**src/hw/rtl/frc_pkg.sv**
```systemverilog
package frc_pkg;

  localparam int unsigned MIN_STORED_BYTES = 21;
  localparam int unsigned ROOM_POSITION    = 3;

  localparam logic [8:0] MIN_STORED = 9'(MIN_STORED_BYTES);
  localparam logic [8:0] ROOM_POS   = 9'(ROOM_POSITION);

  localparam logic [7:0] START_BYTE_RST = 8'd0;
  localparam logic [7:0] END_BYTE_RST   = 8'd0;
  localparam logic [8:0] MIN_TOTAL_RST  = 9'd21;
  localparam logic [8:0] MAX_TOTAL_RST  = 9'd258;
  localparam logic [8:0] BUF_LIMIT_RST  = 9'd258;
  localparam logic [7:0] LOCAL_ROOM_RST = 8'd0;
  localparam logic [7:0] BCAST_ROOM_RST = 8'd255;

  // header bytes ahead of the body: start, length high, length low
  localparam logic [8:0] HDR_LEN = 9'd3;

  typedef enum logic [2:0] {
    REG_START_BYTE = 3'd0,
    REG_END_BYTE   = 3'd1,
    REG_MIN_TOTAL  = 3'd2,
    REG_MAX_TOTAL  = 3'd3,
    REG_BUF_LIMIT  = 3'd4,
    REG_LOCAL_ROOM = 3'd5,
    REG_BCAST_ROOM = 3'd6
  } reg_idx_t;

  typedef enum logic [2:0] {
    ST_NONE       = 3'd0,
    ST_ACCEPTED   = 3'd1,
    ST_OTHER_ROOM = 3'd2,
    ST_BAD_FRAME  = 3'd3,
    ST_BAD_LENGTH = 3'd4,
    ST_OVERFLOW   = 3'd5
  } status_t;

  typedef enum logic [3:0] {
    PH_WAIT   = 4'b0001,
    PH_LEN_HI = 4'b0010,
    PH_LEN_LO = 4'b0100,
    PH_BODY   = 4'b1000
  } phase_t;

  typedef struct packed {
    logic [7:0] start_byte;
    logic [7:0] end_byte;
    logic [8:0] min_total_len;
    logic [8:0] max_total_len;
    logic [8:0] buffer_limit;
    logic [7:0] local_room;
    logic [7:0] broadcast_room;
  } cfg_t;

  // classified byte handed from front to back
  typedef struct packed {
    logic [7:0] data;
    logic       is_start;
    logic       is_end;
  } item_t;

  // 8-bit sum with end-around carry
  function automatic logic [7:0] fold_add(input logic [7:0] s, input logic [7:0] b);
    logic [8:0] t;
    t = {1'b0, s} + {1'b0, b};
    return t[7:0] + {7'd0, t[8]};
  endfunction

endpackage

```
**src/hw/rtl/frc_front.sv**
```systemverilog
module frc_front (
  input  logic          clk,
  input  logic          rst,
  input  frc_pkg::cfg_t cfg,
  input  logic          in_valid,
  output logic          in_ready,
  input  logic [7:0]    rx_byte,
  output logic          q_valid,
  output frc_pkg::item_t q_item,
  input  logic          q_pop
);
  import frc_pkg::*;

  item_t      slot [2];
  logic       wr_ptr;
  logic       rd_ptr;
  logic [1:0] count;
  logic       push;
  item_t      item_in;

  assign in_ready = (count != 2'd2);
  assign push     = in_valid && in_ready;
  assign q_valid  = (count != 2'd0);
  assign q_item   = slot[rd_ptr];

  always_comb begin
    item_in.data     = rx_byte;
    item_in.is_start = (rx_byte == cfg.start_byte);
    item_in.is_end   = (rx_byte == cfg.end_byte);
  end

  always_ff @(posedge clk) begin
    if (push) begin
      slot[wr_ptr] <= item_in;
    end
  end

  always_ff @(posedge clk) begin
    if (rst) begin
      wr_ptr <= 1'b0;
      rd_ptr <= 1'b0;
      count  <= 2'd0;
    end else begin
      if (push) begin
        wr_ptr <= ~wr_ptr;
      end
      if (q_pop) begin
        rd_ptr <= ~rd_ptr;
      end
      count <= count + {1'b0, push} - {1'b0, q_pop};
    end
  end

endmodule

```
**src/hw/rtl/frc_back.sv**
```systemverilog
module frc_back (
  input  logic           clk,
  input  logic           rst,
  input  frc_pkg::cfg_t  cfg,
  input  logic           q_valid,
  input  frc_pkg::item_t q_item,
  output logic           q_pop,
  output logic           out_valid,
  input  logic           out_ready,
  output logic [7:0]     out_byte,
  output logic           in_frame,
  output logic [8:0]     byte_index,
  output logic           frame_end,
  output logic [2:0]     frame_status
);
  import frc_pkg::*;

  phase_t     phase, phase_next;
  logic [7:0] len_hi, len_hi_next;
  logic [8:0] total_len, total_len_next;
  logic [8:0] byte_count, byte_count_next;
  logic [7:0] run_sum, run_sum_next;
  logic [7:0] check, check_next;
  logic [7:0] room, room_next;

  logic       take;
  logic       stored_next;
  logic [8:0] index_next;
  logic       end_next;
  status_t    status_next;
  logic [8:0] cnt_inc;
  logic [8:0] tot;
  logic [7:0] sum_fold;
  logic [7:0] b;

  assign take  = q_valid && (!out_valid || out_ready);
  assign q_pop = take;
  assign b     = q_item.data;

  always_comb begin
    cnt_inc  = byte_count + 9'd1;
    tot      = {1'b0, b} + HDR_LEN;
    sum_fold = fold_add(run_sum, b);

    phase_next      = phase;
    len_hi_next     = len_hi;
    total_len_next  = total_len;
    byte_count_next = byte_count;
    run_sum_next    = run_sum;
    check_next      = check;
    room_next       = room;
    stored_next     = 1'b0;
    index_next      = 9'd0;
    end_next        = 1'b0;
    status_next     = ST_NONE;

    unique case (phase)
      PH_WAIT: begin
        if (q_item.is_start) begin
          stored_next     = 1'b1;
          run_sum_next    = b;
          len_hi_next     = 8'd0;
          check_next      = 8'd0;
          room_next       = 8'd0;
          byte_count_next = 9'd1;
          phase_next      = PH_LEN_HI;
        end
      end
      PH_LEN_HI, PH_LEN_LO: begin
        if (byte_count > cfg.buffer_limit) begin
          end_next    = 1'b1;
          status_next = ST_OVERFLOW;
          phase_next  = PH_WAIT;
        end else begin
          stored_next     = 1'b1;
          index_next      = byte_count;
          byte_count_next = cnt_inc;
          run_sum_next    = sum_fold;
          if (phase == PH_LEN_HI) begin
            len_hi_next = b;
            phase_next  = PH_LEN_LO;
          end else begin
            total_len_next = {len_hi[0], b} + HDR_LEN;
            if (len_hi != 8'd0 || tot < cfg.min_total_len || tot > cfg.max_total_len) begin
              end_next    = 1'b1;
              status_next = ST_BAD_LENGTH;
              phase_next  = PH_WAIT;
            end else begin
              byte_count_next = HDR_LEN;
              phase_next      = PH_BODY;
            end
          end
        end
      end
      PH_BODY: begin
        if (byte_count >= cfg.buffer_limit) begin
          end_next    = 1'b1;
          status_next = ST_OVERFLOW;
          phase_next  = PH_WAIT;
        end else begin
          stored_next     = 1'b1;
          index_next      = byte_count;
          byte_count_next = cnt_inc;
          if (byte_count == ROOM_POS) begin
            room_next = b;
          end
          // checksum byte sits one before the end byte and stays out of the sum
          if (cnt_inc != total_len - 9'd1) begin
            run_sum_next = sum_fold;
          end else begin
            check_next = b;
          end
          if (cnt_inc == total_len) begin
            end_next   = 1'b1;
            phase_next = PH_WAIT;
            if (q_item.is_end && run_sum_next == check_next && cnt_inc >= MIN_STORED) begin
              status_next = (room_next == cfg.broadcast_room || room_next == cfg.local_room)
                            ? ST_ACCEPTED : ST_OTHER_ROOM;
            end else begin
              status_next = ST_BAD_FRAME;
            end
          end
        end
      end
      default: begin
        phase_next = PH_WAIT;
      end
    endcase
  end

  always_ff @(posedge clk) begin
    if (rst) begin
      phase      <= PH_WAIT;
      len_hi     <= 8'd0;
      total_len  <= 9'd0;
      byte_count <= 9'd0;
      run_sum    <= 8'd0;
      check      <= 8'd0;
      room       <= 8'd0;
      out_valid  <= 1'b0;
    end else if (take) begin
      phase      <= phase_next;
      len_hi     <= len_hi_next;
      total_len  <= total_len_next;
      byte_count <= byte_count_next;
      run_sum    <= run_sum_next;
      check      <= check_next;
      room       <= room_next;
      out_valid  <= 1'b1;
    end else if (out_ready) begin
      out_valid <= 1'b0;
    end
  end

  always_ff @(posedge clk) begin
    if (take) begin
      out_byte     <= b;
      in_frame     <= stored_next;
      byte_index   <= index_next;
      frame_end    <= end_next;
      frame_status <= status_next;
    end
  end

`ifndef SYNTHESIS
  a_status_only_at_end: assert property (@(posedge clk) disable iff (rst)
    out_valid && !frame_end |-> frame_status == ST_NONE)
    else $error("status without frame end");

  a_index_zero_outside: assert property (@(posedge clk) disable iff (rst)
    out_valid && !in_frame |-> byte_index == 9'd0)
    else $error("index on unstored beat");

  a_overflow_not_stored: assert property (@(posedge clk) disable iff (rst)
    out_valid && frame_status == ST_OVERFLOW |-> !in_frame && frame_end)
    else $error("overflow beat marked stored");

  a_end_returns_wait: assert property (@(posedge clk) disable iff (rst)
    take && end_next |=> phase == PH_WAIT)
    else $error("phase not back to wait after frame end");
`endif

endmodule

```
**src/hw/rtl/frame_receiver_checksum_top.sv**
```systemverilog
// Frame receiver with folded byte checksum.
// A beat accepted at the input is held in the two-entry input queue until the back
// end takes it into the output register.
// Throughput: one byte per cycle while neither side stalls; the two-entry queue and output register let
// input and output stall independently.
// Reset: config registers return to defaults, queue empties, parser waits for start.
module frame_receiver_checksum_top (
  input  logic       clk,
  input  logic       rst,
  input  logic       cfg_we,
  input  logic [2:0] cfg_index,
  input  logic [8:0] cfg_data,
  input  logic       in_valid,
  output logic       in_ready,
  input  logic [7:0] rx_byte,
  output logic       out_valid,
  input  logic       out_ready,
  output logic [7:0] out_byte,
  output logic       in_frame,
  output logic [8:0] byte_index,
  output logic       frame_end,
  output logic [2:0] frame_status
);
  import frc_pkg::*;

  cfg_t  cfg;
  logic  q_valid;
  item_t q_item;
  logic  q_pop;

  always_ff @(posedge clk) begin
    if (rst) begin
      cfg.start_byte     <= START_BYTE_RST;
      cfg.end_byte       <= END_BYTE_RST;
      cfg.min_total_len  <= MIN_TOTAL_RST;
      cfg.max_total_len  <= MAX_TOTAL_RST;
      cfg.buffer_limit   <= BUF_LIMIT_RST;
      cfg.local_room     <= LOCAL_ROOM_RST;
      cfg.broadcast_room <= BCAST_ROOM_RST;
    end else if (cfg_we) begin
      case (reg_idx_t'(cfg_index))
        REG_START_BYTE: cfg.start_byte     <= cfg_data[7:0];
        REG_END_BYTE:   cfg.end_byte       <= cfg_data[7:0];
        REG_MIN_TOTAL:  cfg.min_total_len  <= cfg_data;
        REG_MAX_TOTAL:  cfg.max_total_len  <= cfg_data;
        REG_BUF_LIMIT:  cfg.buffer_limit   <= cfg_data;
        REG_LOCAL_ROOM: cfg.local_room     <= cfg_data[7:0];
        REG_BCAST_ROOM: cfg.broadcast_room <= cfg_data[7:0];
        default: ;
      endcase
    end
  end

  frc_front u_front (
    .clk      (clk),
    .rst      (rst),
    .cfg      (cfg),
    .in_valid (in_valid),
    .in_ready (in_ready),
    .rx_byte  (rx_byte),
    .q_valid  (q_valid),
    .q_item   (q_item),
    .q_pop    (q_pop)
  );

  frc_back u_back (
    .clk          (clk),
    .rst          (rst),
    .cfg          (cfg),
    .q_valid      (q_valid),
    .q_item       (q_item),
    .q_pop        (q_pop),
    .out_valid    (out_valid),
    .out_ready    (out_ready),
    .out_byte     (out_byte),
    .in_frame     (in_frame),
    .byte_index   (byte_index),
    .frame_end    (frame_end),
    .frame_status (frame_status)
  );

endmodule

```
**config.mk**
```make
export PLATFORM = sky130hd
export DESIGN_NAME = frame_receiver_checksum_top
export DESIGN_NICKNAME = d
export VERILOG_FILES = /design/src/hw/rtl/frc_pkg.sv /design/src/hw/rtl/frc_front.sv /design/src/hw/rtl/frc_back.sv /design/src/hw/rtl/frame_receiver_checksum_top.sv
export SDC_FILE = /design/constraint.sdc
export NUM_CORES = 1
export LEC_CHECK = 0
export BUFFER_PORTS_ARGS = -buffer_cell sky130_fd_sc_hd__buf_2
export CAP_MARGIN = 20
export CORE_MARGIN = 5
export CORE_UTILIZATION = 48
export DETAILED_ROUTE_END_ITERATION = 7
export GPL_ROUTABILITY_DRIVEN = 0
export HOLD_SLACK_MARGIN = 0.03
export PLACE_DENSITY = 0.68
export REMOVE_ABC_BUFFERS = 1
export SLEW_MARGIN = 20
export SYNTH_ARGS = -nofsm -noshare
export SYNTH_HDL_FRONTEND = slang
export SYNTH_SLANG_ARGS = --single-unit
```
**constraint.sdc**
```tcl
create_clock -name clk -period 4.05 [get_ports clk]
set_input_delay 0.6075 -clock clk [delete_from_list [all_inputs] [get_ports clk]]
set_output_delay 0.6075 -clock clk [all_outputs]
set_load 0.01 [all_outputs]
```
# Yosys cells after proc, flatten, opt, wreduce, memory -nomap -nowiden
# Memory sizes are Yosys's and may differ from the RTL's. A register that Yosys moved wholly into a read port is not among the register bits.
# Cells that the tools add are included.
# word_totals
reg_bits,140
ram_bits,20
inputBits,25
rom_bits,0
latchBits,0
n_memories,1
wordCells,155
# classes
mux,61
add_sub_neg,8
bitwise_logic,4
shift,0
n_eq_ne,24
div_mod_pow,0
order_cmp,5
n_reduce_logical,29
n_mul,0
# mem_list
name,depth,width,rd,rd_clocked_by_memory_dff,wr,line,text
u_front.slot,2,10,1,1,1,frc_front.sv:14,item_t slot [2];
# op_table
cell,count
$mux 8,17
$mux 9,7
$pmux 8 s2,3
$eq 8x8->1,5
$pmux 9 s3,1
$mux 4,6
$pmux 8 s3,1
$gt 9x9->1,2
$mux 3,6
$pmux 9 s2,1
$mux 1,14
$reduce_and 2->1,7
$pmux 4 s3,1
$reduce_and 5->1,2
$add 8x2->9 const B,1
$add 8x8->9,1
$add 9x1->9 const B,1
$add 9x2->9 const B,1
$eq 3x3->1 const B,3
$eq 9x2->1 const B,1
$eq 9x9->1,1
$ge 9x5->1 const B,1
$ge 9x9->1,1
$lt 9x9->1,1
other kinds (29),46

# Depth between registers and ports, before layout
# logic_depth
word_depth,12
mapped_depth,17
mapped_depth_nobuf,16

# Modules after synthesis
# A second synthesis with hierarchy kept.
# unflattened
hier_cells,972
area_unflattened_um2,9295.2
# by_module_without_submodules
module,n_inst,area_per_inst_um2,cells_each
frc_back,1,5774.3,670
frame_receiver_checksum_top,1,2371.0,221
frc_front,1,1149.9,81

# Worst setup path before layout
# Ideal clock, no wire load.
# synth_path
path_type,register -> register
from,reg (tool-made name)
to,"reg u_back.frame_status[0], data pin"
required_time_ns,3.779
t_arrival_ns,3.773
path_buffers,1
period_less_slack_ns,4.043
stages_incl_launch_ff,17
path_slack_ns,0.007
cell_sequence,dfxtp_1 > buf_2 > mux2i_1 > inv_1 > fa_1 > a211oi_1 > o21ai_0 > a21oi_1 > o21bai_1 > ha_1 > ha_1 > and4b_1 > xnor2_1 > xor2_1 > nand4_1 > nor4_1 > o31ai_2
# synth_lines
item,line,text
end signal: assignment,frc_back.sv:161,frame_status <= status_next;
end: declaration,frc_back.sv:14,output logic [2:0] frame_status

==> flow_summary.yaml <==
run_status:
  outcome: "finished, final reports clean"
cells_and_area:
  fin_nets: 1142
  drive_gt1_share_pct: 12.79
  antenna_cells: 0
  final_area_um2: 10290
  fillers: 1696
  synthToLayoutAreaGrowth_pct: 13.11
critical_path:
  critPathCapture: "u_back.frame_status[0]"
  cp_slowest_cell: "mux2_2"
  rrSetupSlack_ps: 170
  r2r-end: "u_back.frame_status[0]"
  crit_family: "simple AND/OR/NAND/NOR gates"
  critical_path.max_fanout: 9
  crit_path_start_kind: "register"
  path_common_cell: "ha_1"
  required_ps: 4220
  worstPathArrival_ps: 4050
  ff2ff_path_depth: 15
  end_kind: "register"
  critPathMaxStageDelay_ps: 450
  worstSetupPathType: "reg -> reg"
  cp.depth: 15
  cp.buffers_inverters: 1
  cp_cell_sequence: "buf_6 -> mux2_2 -> ha_1 -> o21ai_0 -> o21ai_1 -> a21oi_1 -> o21bai_1 -> ha_1 -> and3_1 -> and3b_1 -> nand4_1 -> xnor2_2 -> xor2_1 -> nor4_2 -> o31ai_2"
yosys:
  avgSynthCellArea_um2: 8.898
  synth_edf_count: 42
  syn-instance-count: 1022
  synth_async_sr_flop_share_pct: 0
  yosys.area.top_type: "dfxtp_1"
  synth_flop_cell: "dfxtp_1"
  synth-xor-area-share_pct: 7.898
  ys_warn_count: 0
  yosysMostFrequentCell: "nand2_1"
  synth_area_leaders: "dfxtp_1, edfxtp_1, ha_1"
  synthAdderAreaFrac_pct: 5.999
  synth.distinct_cells: 81
  synth_seq_cells: 161
  synthMuxAreaShare_pct: 3.811
  synthTopCellsByCount: "nand2_1, dfxtp_1, nor2_1"
  yosys.area.top_type_share_pct: 26.20
  ys_seq_area_share_pct: 40.07
  synth_top_family_by_area: "simple AND/OR/NAND/NOR gates"
  syn_area_um2: 9094
  synth-compound-area-share_pct: 16.83
  synthSimpleGateAreaFrac_pct: 21.05
sta:
  setup-violations-final: 0
  worst_slew_pin_slew_ps: 831.4
  slew_violations: 0
  hold_viol: 0
  clock_skew_ps: 12.91
  fin_ws_ps: 170.6
  period_share_pct: 95.79
  period_minus_slack_ps: 3879
  slew_headroom_pct: 44.15
  fmax_mhz: 257.8
placed_design:
  dp_hpwl_um: 17310
  dp_slack_ps: 85.61
  placed_area_um2: 9635
  port_buffers: 48
clock_network:
  clock_sinks: 161
  cts_tree: "yes"
  cts-htree-levels: 4
  clock_path_buffers: 2
  clkSlewWorstSetupHoldPaths_ps: 70
  cts_buffers: 17
  hold_buffers: 0
  cts_root_buffer: "clkbuf_16"
  clock_latency_ps: 440
detailed_routing:
  ant_nets: 0
  wl_per_cell_um: 18.06
  first_iter_violations: 673
  drt-total-wl_um: 23860
  vias_per_cell: 5.872
  via_count: 7757
  drt_pass1_iterations: 5
  drcViolationCount: 0
die:
  initial_core_util_pct: 48.62
  die_w_um: 147.6
  core_um2: 18710
  io_pins: 49
  fp.dieH_um: 147.6
  dieArea_um2: 21800
  row_count: 50
global_route:
  met3_usage_pct: 3.525
  grt_max_degree: 73
  use_met1_pct: 32.17
  grt_util_met2_pct: 33.82
  busiest_layer: "met2"
  gr-usage-all-layers_pct: 21.89
  grt_remaining_overflow: 0
  grt_antenna_before_repair: 0
  grt_pass1_vias: 7177
  grt_pass1_wl_um: 38530
pwr:
  power_leakage_uw: 0.003967
  peakVddDrop_uv: 429.3
  pwr_density_cell_nw_per_um2: 596.3
run:
  drv_cap: 0
hold_path:
  hp-class: "in -> reg"
==> per-layer routing <==
| layer | up-vias | wire, µm | part of all wire, % |
|---|---|---|---|
| met2 | 279 | 10810 | 45 |
| met5 | - | 0 | 0 |
| met4 | 0 | 297 | 1.2 |
| met1 | 3680 | 11260 | 47 |
| met3 | 25 | 1490 | 6.2 |
| li1 | 3773 | - | - |
==> cells by family after synthesis <==
| family | count (synthesis) |
|---|---|
| compound gates | 235 |
| xor+xnor | 78 |
| fa+ha+maj | 43 |
| buf+inv | 96 |
| flops | 161 |
| mux | 34 |
| simple gates | 375 |
==> layout make-up <==
type	instances	area, µm²	share of cell area [%]
inverters	55	206.4	2.007
multi-input cells	765	5114	49.71
repair buffers	74	441.7	4.294
clock inverters	15	162.7	1.581
clock buffers	17	425.4	4.136
flip-flops and latches	161	3643	35.42
well taps	234	292.8	2.846
==> power by group <==
part	total, µW	leakage, µW	internal, µW	switching, µW
Clock	1590	0.000285	825	762
Combinational	2510	0.00232	995	1520
Sequential	2030	0.00136	1890	138
==> flip-flops by register name (all words and copies together), names as in the netlist, 2 cells and up, named ones only <==
name,count
cfg,59
u_back.byte_count,9
u_back.byte_index,9
u_back.check,8
u_back.frame_status,3
u_back.len_hi,8
u_back.out_byte,8
u_back.phase,4
u_back.room,8
u_back.run_sum,8
u_back.total_len,9
u_front.count,2
u_front.slot,20
==> worst min-delay path by stage <==
stage / start / endpoint / slack, ps / cells past startpoint
floorplan: cfg[18] / cfg[18] / 430 / 2
global placement: cfg[20] / cfg[20] / 440 / 2
detailed placement: cfg[40] / cfg[40] / 450 / 2
CTS: rx_byte[4] / u_front.slot[0][6] / 410 / 1
global route: rx_byte[4] / u_front.slot[1][6] / 410 / 1
finish: rx_byte[6] / u_front.slot[1][8] / 430 / 1
==> cell usage in the layout, fill, tap and decap left out, types with 5 or more instances in the layout <==
cell / Yosys / final
a211o_1: 5 / 5
a211oi_1: 10 / 9
a21oi_1: 69 / 69
a221o_1: 5 / 5
a221oi_1: 5 / 5
a22oi_1: 17 / 17
a31oi_1: 13 / 13
and2_1: 13 / 13
and3_1: 7 / 7
buf_2: 7 / 47
buf_4: 3 / 26
clkbuf_16: 0 / 17
dfxtp_1: 119 / 119
edfxtp_1: 42 / 42
ha_1: 42 / 42
inv_1: 53 / 53
mux2_2: 5 / 5
mux2i_1: 29 / 28
nand2_1: 136 / 136
nand2b_1: 10 / 10
nand3_1: 34 / 34
nand3b_1: 6 / 6
nand4_1: 10 / 10
nor2_1: 76 / 76
nor2b_1: 14 / 14
nor3_1: 17 / 16
nor4_1: 14 / 13
o211ai_1: 11 / 11
o21a_1: 12 / 12
o21ai_0: 43 / 42
o21bai_1: 5 / 5
o22ai_1: 6 / 6
or3_1: 6 / 6
xnor2_1: 50 / 46
xnor2_2: 1 / 5
xor2_1: 25 / 25
==> worst reg2reg max path: stages, from the launching register on <==
cell and delay, ps:
dfxtp_1 360, buf_6 170, mux2_2 460, ha_1 430, o21ai_0 150, o21ai_1 200
a21oi_1 90, o21bai_1 140, ha_1 180, and3_1 250, and3b_1 180, nand4_1 140
xnor2_2 270, xor2_1 160, nor4_2 350, o31ai_2 90
==> per-stage QoR <==
stage               util [%]  TNS, ps  std cells  hold slack (ps)  power, µW
finish                 54.99        0       1321            428.8       6134
global route           54.99   -61.30       1321            411.4       6475
CTS                    54.66        0       1321            413.5       6064
detailed placement     51.51        0       1289            448.7       4469
global placement       51.51        0       1289            443.3       4437
floorplan                  -   -70.44        981            430.3       3651
==> repair_timing <==
item / in CTS / in global routing
endpoints found under the setup margin: 0 / 4
setup buffers: 0 / 0
gates resized for setup: 0 / 11
No activity file was read; power rests on OpenSTA's default activity.
